**src/hdl/bccp_pkg.sv**
```systemverilog
// Shared types for the box versus upright cylinder collision pipeline.
package bccp_pkg;

    // Per-beat control flags that ride along the pipeline.
    typedef struct packed {
        logic hit;    // box and cylinder overlap
        logic s_nz;   // horizontal distance is nonzero
        logic use_h;  // push along the horizontal direction
        logic sx;     // dx negative
        logic sz;     // dz negative
    } bccp_ctl_t;

endpackage

```
**src/hdl/bccp_sqrt.sv**
```systemverilog
// Pipelined integer square root, one root bit per stage.
module bccp_sqrt #(
    parameter int M      = 31,
    parameter int SIDE_W = 1
) (
    input  logic              clk,
    input  logic              rst_n,
    input  logic              en,
    input  logic              in_vld,
    input  logic [2*M-1:0]    val,
    input  logic [SIDE_W-1:0] side_in,
    output logic              out_vld,
    output logic [M-1:0]      root,
    output logic [SIDE_W-1:0] side_out
);
    import bccp_pkg::*;

    logic              vld_reg  [M+1];
    logic [M+1:0]      rem_reg  [M+1];
    logic [M-1:0]      root_reg [M+1];
    logic [2*M-1:0]    val_reg  [M+1];
    logic [SIDE_W-1:0] side_reg [M+1];

    logic              vld_next  [M+1];
    logic [M+1:0]      rem_next  [M+1];
    logic [M-1:0]      root_next [M+1];
    logic [2*M-1:0]    val_next  [M+1];
    logic [SIDE_W-1:0] side_next [M+1];

    logic [M+1:0] cur, trial;

    always_comb
    begin
        cur   = '0;
        trial = '0;
        vld_next[0]  = in_vld;
        rem_next[0]  = '0;
        root_next[0] = '0;
        val_next[0]  = val;
        side_next[0] = side_in;
        for (int k = 0; k < M; k++)
        begin
            cur   = {rem_reg[k][M-1:0], val_reg[k][2*M-1 -: 2]};
            trial = {root_reg[k], 2'b01};
            if (cur >= trial)
            begin
                rem_next[k+1]  = cur - trial;
                root_next[k+1] = {root_reg[k][M-2:0], 1'b1};
            end
            else
            begin
                rem_next[k+1]  = cur;
                root_next[k+1] = {root_reg[k][M-2:0], 1'b0};
            end
            vld_next[k+1]  = vld_reg[k];
            val_next[k+1]  = {val_reg[k][2*M-3:0], 2'b00};
            side_next[k+1] = side_reg[k];
        end
    end

    always_ff @(posedge clk or negedge rst_n)
    begin
        if (!rst_n)
        begin
            for (int k = 0; k <= M; k++)
            begin
                vld_reg[k] <= 1'b0;
            end
        end
        else if (en)
        begin
            for (int k = 0; k <= M; k++)
            begin
                vld_reg[k] <= vld_next[k];
            end
        end
    end

    always_ff @(posedge clk)
    begin
        if (en)
        begin
            for (int k = 0; k <= M; k++)
            begin
                rem_reg[k]  <= rem_next[k];
                root_reg[k] <= root_next[k];
                val_reg[k]  <= val_next[k];
                side_reg[k] <= side_next[k];
            end
        end
    end

    assign out_vld  = vld_reg[M];
    assign root     = root_reg[M];
    assign side_out = side_reg[M];

endmodule

```
**config.mk**
```make
export PLATFORM = sky130hd
export DESIGN_NAME = bccp_sqrt
export DESIGN_NICKNAME = d
export VERILOG_FILES = /design/src/hdl/bccp_pkg.sv /design/src/hdl/bccp_sqrt.sv
export SDC_FILE = /design/constraint.sdc
export NUM_CORES = 2
export LEC_CHECK = 0
export ABC_CLOCK_PERIOD_IN_PS = 7960
export BUFFER_PORTS_ARGS = -buffer_cell sky130_fd_sc_hd__buf_4
export CAP_MARGIN = 20
export CORE_UTILIZATION = 41
export DETAILED_ROUTE_END_ITERATION = 7
export HOLD_SLACK_MARGIN = 0.05
export SYNTH_ARGS = -nofsm -noshare
export SYNTH_HDL_FRONTEND = slang
export SYNTH_SLANG_ARGS = --single-unit
```
**constraint.sdc**
```tcl
create_clock -name clk -period 7.96 [get_ports clk]
set_input_delay 1.592 -clock clk [delete_from_list [all_inputs] [get_ports clk]]
set_output_delay 1.592 -clock clk [all_outputs]
set_load 0.005 [all_outputs]
```
==> implementation parameters <==
Parameter                              Value

Clocking
  Post-cts repair resize count ... 0
  Clock insertion delay at the later pin of the skew report ... 0.88 ns
  Cts-stage hold buffer count ... 0
  Buffers inserted by post-CTS timing repair ... 0
  Library cell used as clock root buffer ... sky130_fd_sc_hd__clkbuf_16
  Clock transition time at the flip-flop clock pins of the worst setup and hold paths ... approximately 0.060 ns
  TritonCTS Buffers ... 278
  Maximum count of clock buffers along a single path ... 4
  TritonCTS clock tree ... built
  Clock Sinks ... 2439
  Level count of the clock H-tree ... 5

Layout
  Layout Area Growth over Synthesis ... 12.83%
  Ratio of cells with drive above 1 in the final layout ... 0.08260
  Final layout net count ... between 9k and 10k
  Area occupied by multi-input gates ... 34570 µm²
  Finished Core Util ... 0.4654
  Largest register FFs ... just under 1k
  Commonest cells after routing, fill and taps aside ... sky130_fd_sc_hd__edfxtp_1 (2407), sky130_fd_sc_hd__inv_1 (657), sky130_fd_sc_hd__nor2_1 (542)
  Final Instance Area ... 124800 µm²
  Register area ... around 73000 µm²
  Fill cell count ... 23.63k
  Leading cell type in the layout, fill and taps excluded ... sky130_fd_sc_hd__edfxtp_1

Detailed routing
  Final wirelength ... 215100 µm
  Via density ... between 5 and 6
  Remaining design rule violation count ... 0
  Via count ... roughly 64k
  Routed wire length per instance ... 17.45 µm
  Detailed-routing iteration count for the pre-antenna-repair pass ... 5
  Post-route antenna net violation count ... 0
  Number of DRC violations after detailed-routing iteration 0 ... 4570

Setup path
  Highest cell delay on the worst timing path ... roughly 0.67 ns
  Critical Path Start Type ... flop
  Arrival @ worst endpoint ... between 5 and 6 ns
  Sort of element at the end of the critical path ... flop
  Critical Path Slowest Stage Cell ... sky130_fd_sc_hd__o22ai_2
  Cells along the critical path ... ha_1, or3_1, o22a_1, a2111oi_0, o21bai_1, a41o_1, and3_1, o22ai_2, buf_4, inv_1, o211ai_1, xnor2_1
  Setup Crit Path Kind ... flop to flop
  Data required time at the worst endpoint ... 8.55 ns
  Largest fanout on the critical path ... 35

Status
  Status ... complete, no violations

Synthesis
  Number of distinct library cell variants in the gate-level netlist after synthesis ... 80
  Complex-gate fraction of the synthesized area ... 0.08971
  Cell taking the most area after synthesis ... sky130_fd_sc_hd__edfxtp_1
  Net Count, Synth ... 8865
  Proportion of synthesized area in mux cells ... 0.01501
  Sequential share of the synthesized area ... 0.6607
  Fraction of registers with async set or reset after synthesis ... 0.01312
  Mapped Area ... 110600 µm²
  Cells after synthesis ... approximately 8.3k
  Post-synth EDFFs ... 2407
  Synth Register Bits ... 2439
  Top flip-flop cell by instance count after synthesis ... sky130_fd_sc_hd__edfxtp_1
  Synthesis Warnings ... 0
  Leading post-synthesis cells by cell area ... sky130_fd_sc_hd__edfxtp_1 (65%), sky130_fd_sc_hd__ha_1 (6.0%), sky130_fd_sc_hd__xnor2_1 (3.0%)
  Simple logic cell fraction of the synthesized area ... 0.08909
  Post-synthesis share of cell area spent on xor and xnor gates ... 0.05860
  Adder and majority cell fraction of the synthesized area ... 0.05973
  Average cell area after synthesis ... 13.37 µm²
  Main combinational cell family by area after synthesis ... compound AO/OA/AOI/OAI gates
  Proportion of netlist area held by the largest area contributor ... 0.6535

Place
  Count of buffers inserted at the top-level ports ... 99
  RD Place Congestion ... 0.8680
  Total cell area at the placement stage ... 115800 µm²
  Sum of net half-perimeters after detailed placement ... 151000 µm

Timing
  Number of max-slew violations in the final report ... 0
  Smallest hold slack ... between 0.3 and 0.4 ns
  Actual slew at the worst max-slew pin ... 1.071 ns
  Minimum clock period after layout ... 4.650 ns
  Max transition margin ... 0.2806
  Total Negative Setup Slacks ... 0 ns
  Unrepaired setup endpoints after global routing ... no
  Final worst path period share ... 0.5841
  Maximum clock rate ... 215.1 MHz
  Setup violation total in the final timing report ... 0
  Fin Clk Skew ... about 0.059 ns
  Final hold viol count ... 0

Die
  Floorplan die width ... ~520 µm
  Standard cell core area ... 268200 µm²
  Chip height ... ~520 µm
  Row Count ... 190
  Die area ... 271800 µm²
  Initial standard-cell utilization of the core ... 0.4125
  IO Pins ... 100

Global route
  Routing usage on met1 ... 0.2008
  Met3 track demand over resource in global routing ... 0.02096
  Number of antenna violations at the first check in global routing ... 1
  Most congested layer reported by global routing ... met2
  Met2 GRT Util ... 0.2660
  Global-route wire length before repair ... 341000 µm
  Maximum number of pins on one net before global-route repair ... 175
  Total track usage ... 0.1553
  Vias in the first global route ... 63.55k
  Grt total ovfl ... 0

Power and ir drop
  Overall power consumption ... 36.71 mW
  Largest voltage drop on the vdd net ... 0.0002006 V
  Power Density ... 294.2 nW/µm²
  Standby leakage power ... 47.76 nW

Run
  Maxcap violations ... 0

Min path
  Worst min-delay path category ... flop to flop
-- stage by stage --
| step | setup slack (ns) | std cells |
|---|---|---|
| after floorplan | 4.219 | 8270 |
| after global placement | 3.451 | 11830 |
| after detailed placement | 3.379 | 11830 |
| after CTS | 3.350 | 12330 |
| after global routing | 2.950 | 12330 |
| final | 3.310 | 12330 |
-- routing by layer --
metal  routed length, µm  up-vias
met5                   0        -
met2              104900     1156
met4                7042        0
met1               95520    30860
met3                7689      404
li1                    -    31220
-- power by group --
part | switching [mW] | internal, mW | leakage, nW
registers | 1.04 | 16.2 | 23.5
logic | 3.97 | 3.05 | 19.9
clock network | 5.07 | 7.34 | 4.33
-- Yosys cell counts, types with 14 or more instances --
cell / instances
sky130_fd_sc_hd__edfxtp_1: 2407
sky130_fd_sc_hd__inv_1: 657
sky130_fd_sc_hd__nor2_1: 542
sky130_fd_sc_hd__a21oi_1: 540
sky130_fd_sc_hd__ha_1: 528
sky130_fd_sc_hd__nand2_1: 496
sky130_fd_sc_hd__o21ai_0: 380
sky130_fd_sc_hd__xnor2_1: 375
sky130_fd_sc_hd__xor2_1: 365
sky130_fd_sc_hd__a21o_1: 223
sky130_fd_sc_hd__nor3_1: 190
sky130_fd_sc_hd__mux2_2: 135
sky130_fd_sc_hd__clkbuf_1: 119
sky130_fd_sc_hd__nand3_1: 118
sky130_fd_sc_hd__nand2b_1: 114
sky130_fd_sc_hd__o21a_1: 99
sky130_fd_sc_hd__nor4_1: 94
sky130_fd_sc_hd__nand4_1: 83
sky130_fd_sc_hd__or3_1: 77
sky130_fd_sc_hd__nor2b_1: 72
sky130_fd_sc_hd__o21bai_1: 47
sky130_fd_sc_hd__o31ai_1: 47
sky130_fd_sc_hd__or4_1: 45
sky130_fd_sc_hd__a31oi_1: 44
sky130_fd_sc_hd__and3_1: 37
sky130_fd_sc_hd__a211oi_1: 34
sky130_fd_sc_hd__dfrtp_1: 32
sky130_fd_sc_hd__or2_2: 27
sky130_fd_sc_hd__o211ai_1: 25
sky130_fd_sc_hd__and2_1: 22
sky130_fd_sc_hd__nand3b_1: 21
sky130_fd_sc_hd__a21boi_0: 19
sky130_fd_sc_hd__nand4b_1: 18
sky130_fd_sc_hd__buf_1: 17
sky130_fd_sc_hd__and4_1: 15
sky130_fd_sc_hd__nor3b_1: 15
sky130_fd_sc_hd__mux2i_1: 14
-- cells by family (layout without fill, tap and decap cells) --
group | count (synthesis) | after routing
adder cells (fa/ha/maj) | 528 | 528
multiplexers | 149 | 149
AO/OA/AOI/OAI | 1608 | 1608
AND/OR/NAND/NOR | 2008 | 2008
flip-flops | 2439 | 2439
buffers and inverters | 797 | 1304
other | 1 | 3
XOR/XNOR | 740 | 740
-- worst max-delay path: cells and delay by family (launching register included) --
kind	cells	cell delay (ns)
simple gates	2	0.59
fa+ha+maj	1	0.24
buf+inv	2	0.69
xor+xnor	1	0.09
compound gates	6	2.37
flops	1	0.41
-- path summary, 6_finish.rpt --
check | startpoint | to | slack [ns] | cells after the start
min | val_reg[0][14]$_DFFE_PP_ | val_reg[0][78]$_DFFE_PP_ | 0.40 | 0
min in group asynchronous | rst_n | vld_next[20]$_DFFE_PN0P_ | 0.64 | 1
max | rem_reg[1][364]$_DFFE_PP_ | rem_reg[1][425]$_DFFE_PP_ | 3.31 | 12
min reg2reg | val_reg[0][14]$_DFFE_PP_ | val_reg[0][78]$_DFFE_PP_ | 0.40 | 0
max in group asynchronous | rst_n | vld_next[9]$_DFFE_PN0P_ | 7.04 | 1
max reg2reg | rem_reg[1][364]$_DFFE_PP_ | rem_reg[1][425]$_DFFE_PP_ | 3.31 | 12
-- cell type report --
cell class / count / area share
diodes: 2 / 0.00004010
clock buffers: 339 / 0.05877
clock inverters: 158 / 0.01245
inverters: 658 / 0.01979
multi-input cells: 5034 / 0.2770
flip-flops and latches: 2439 / 0.5856
well taps: 3552 / 0.03561
repair buffers: 149 / 0.01068
No activity file was read; power rests on OpenSTA's default activity.
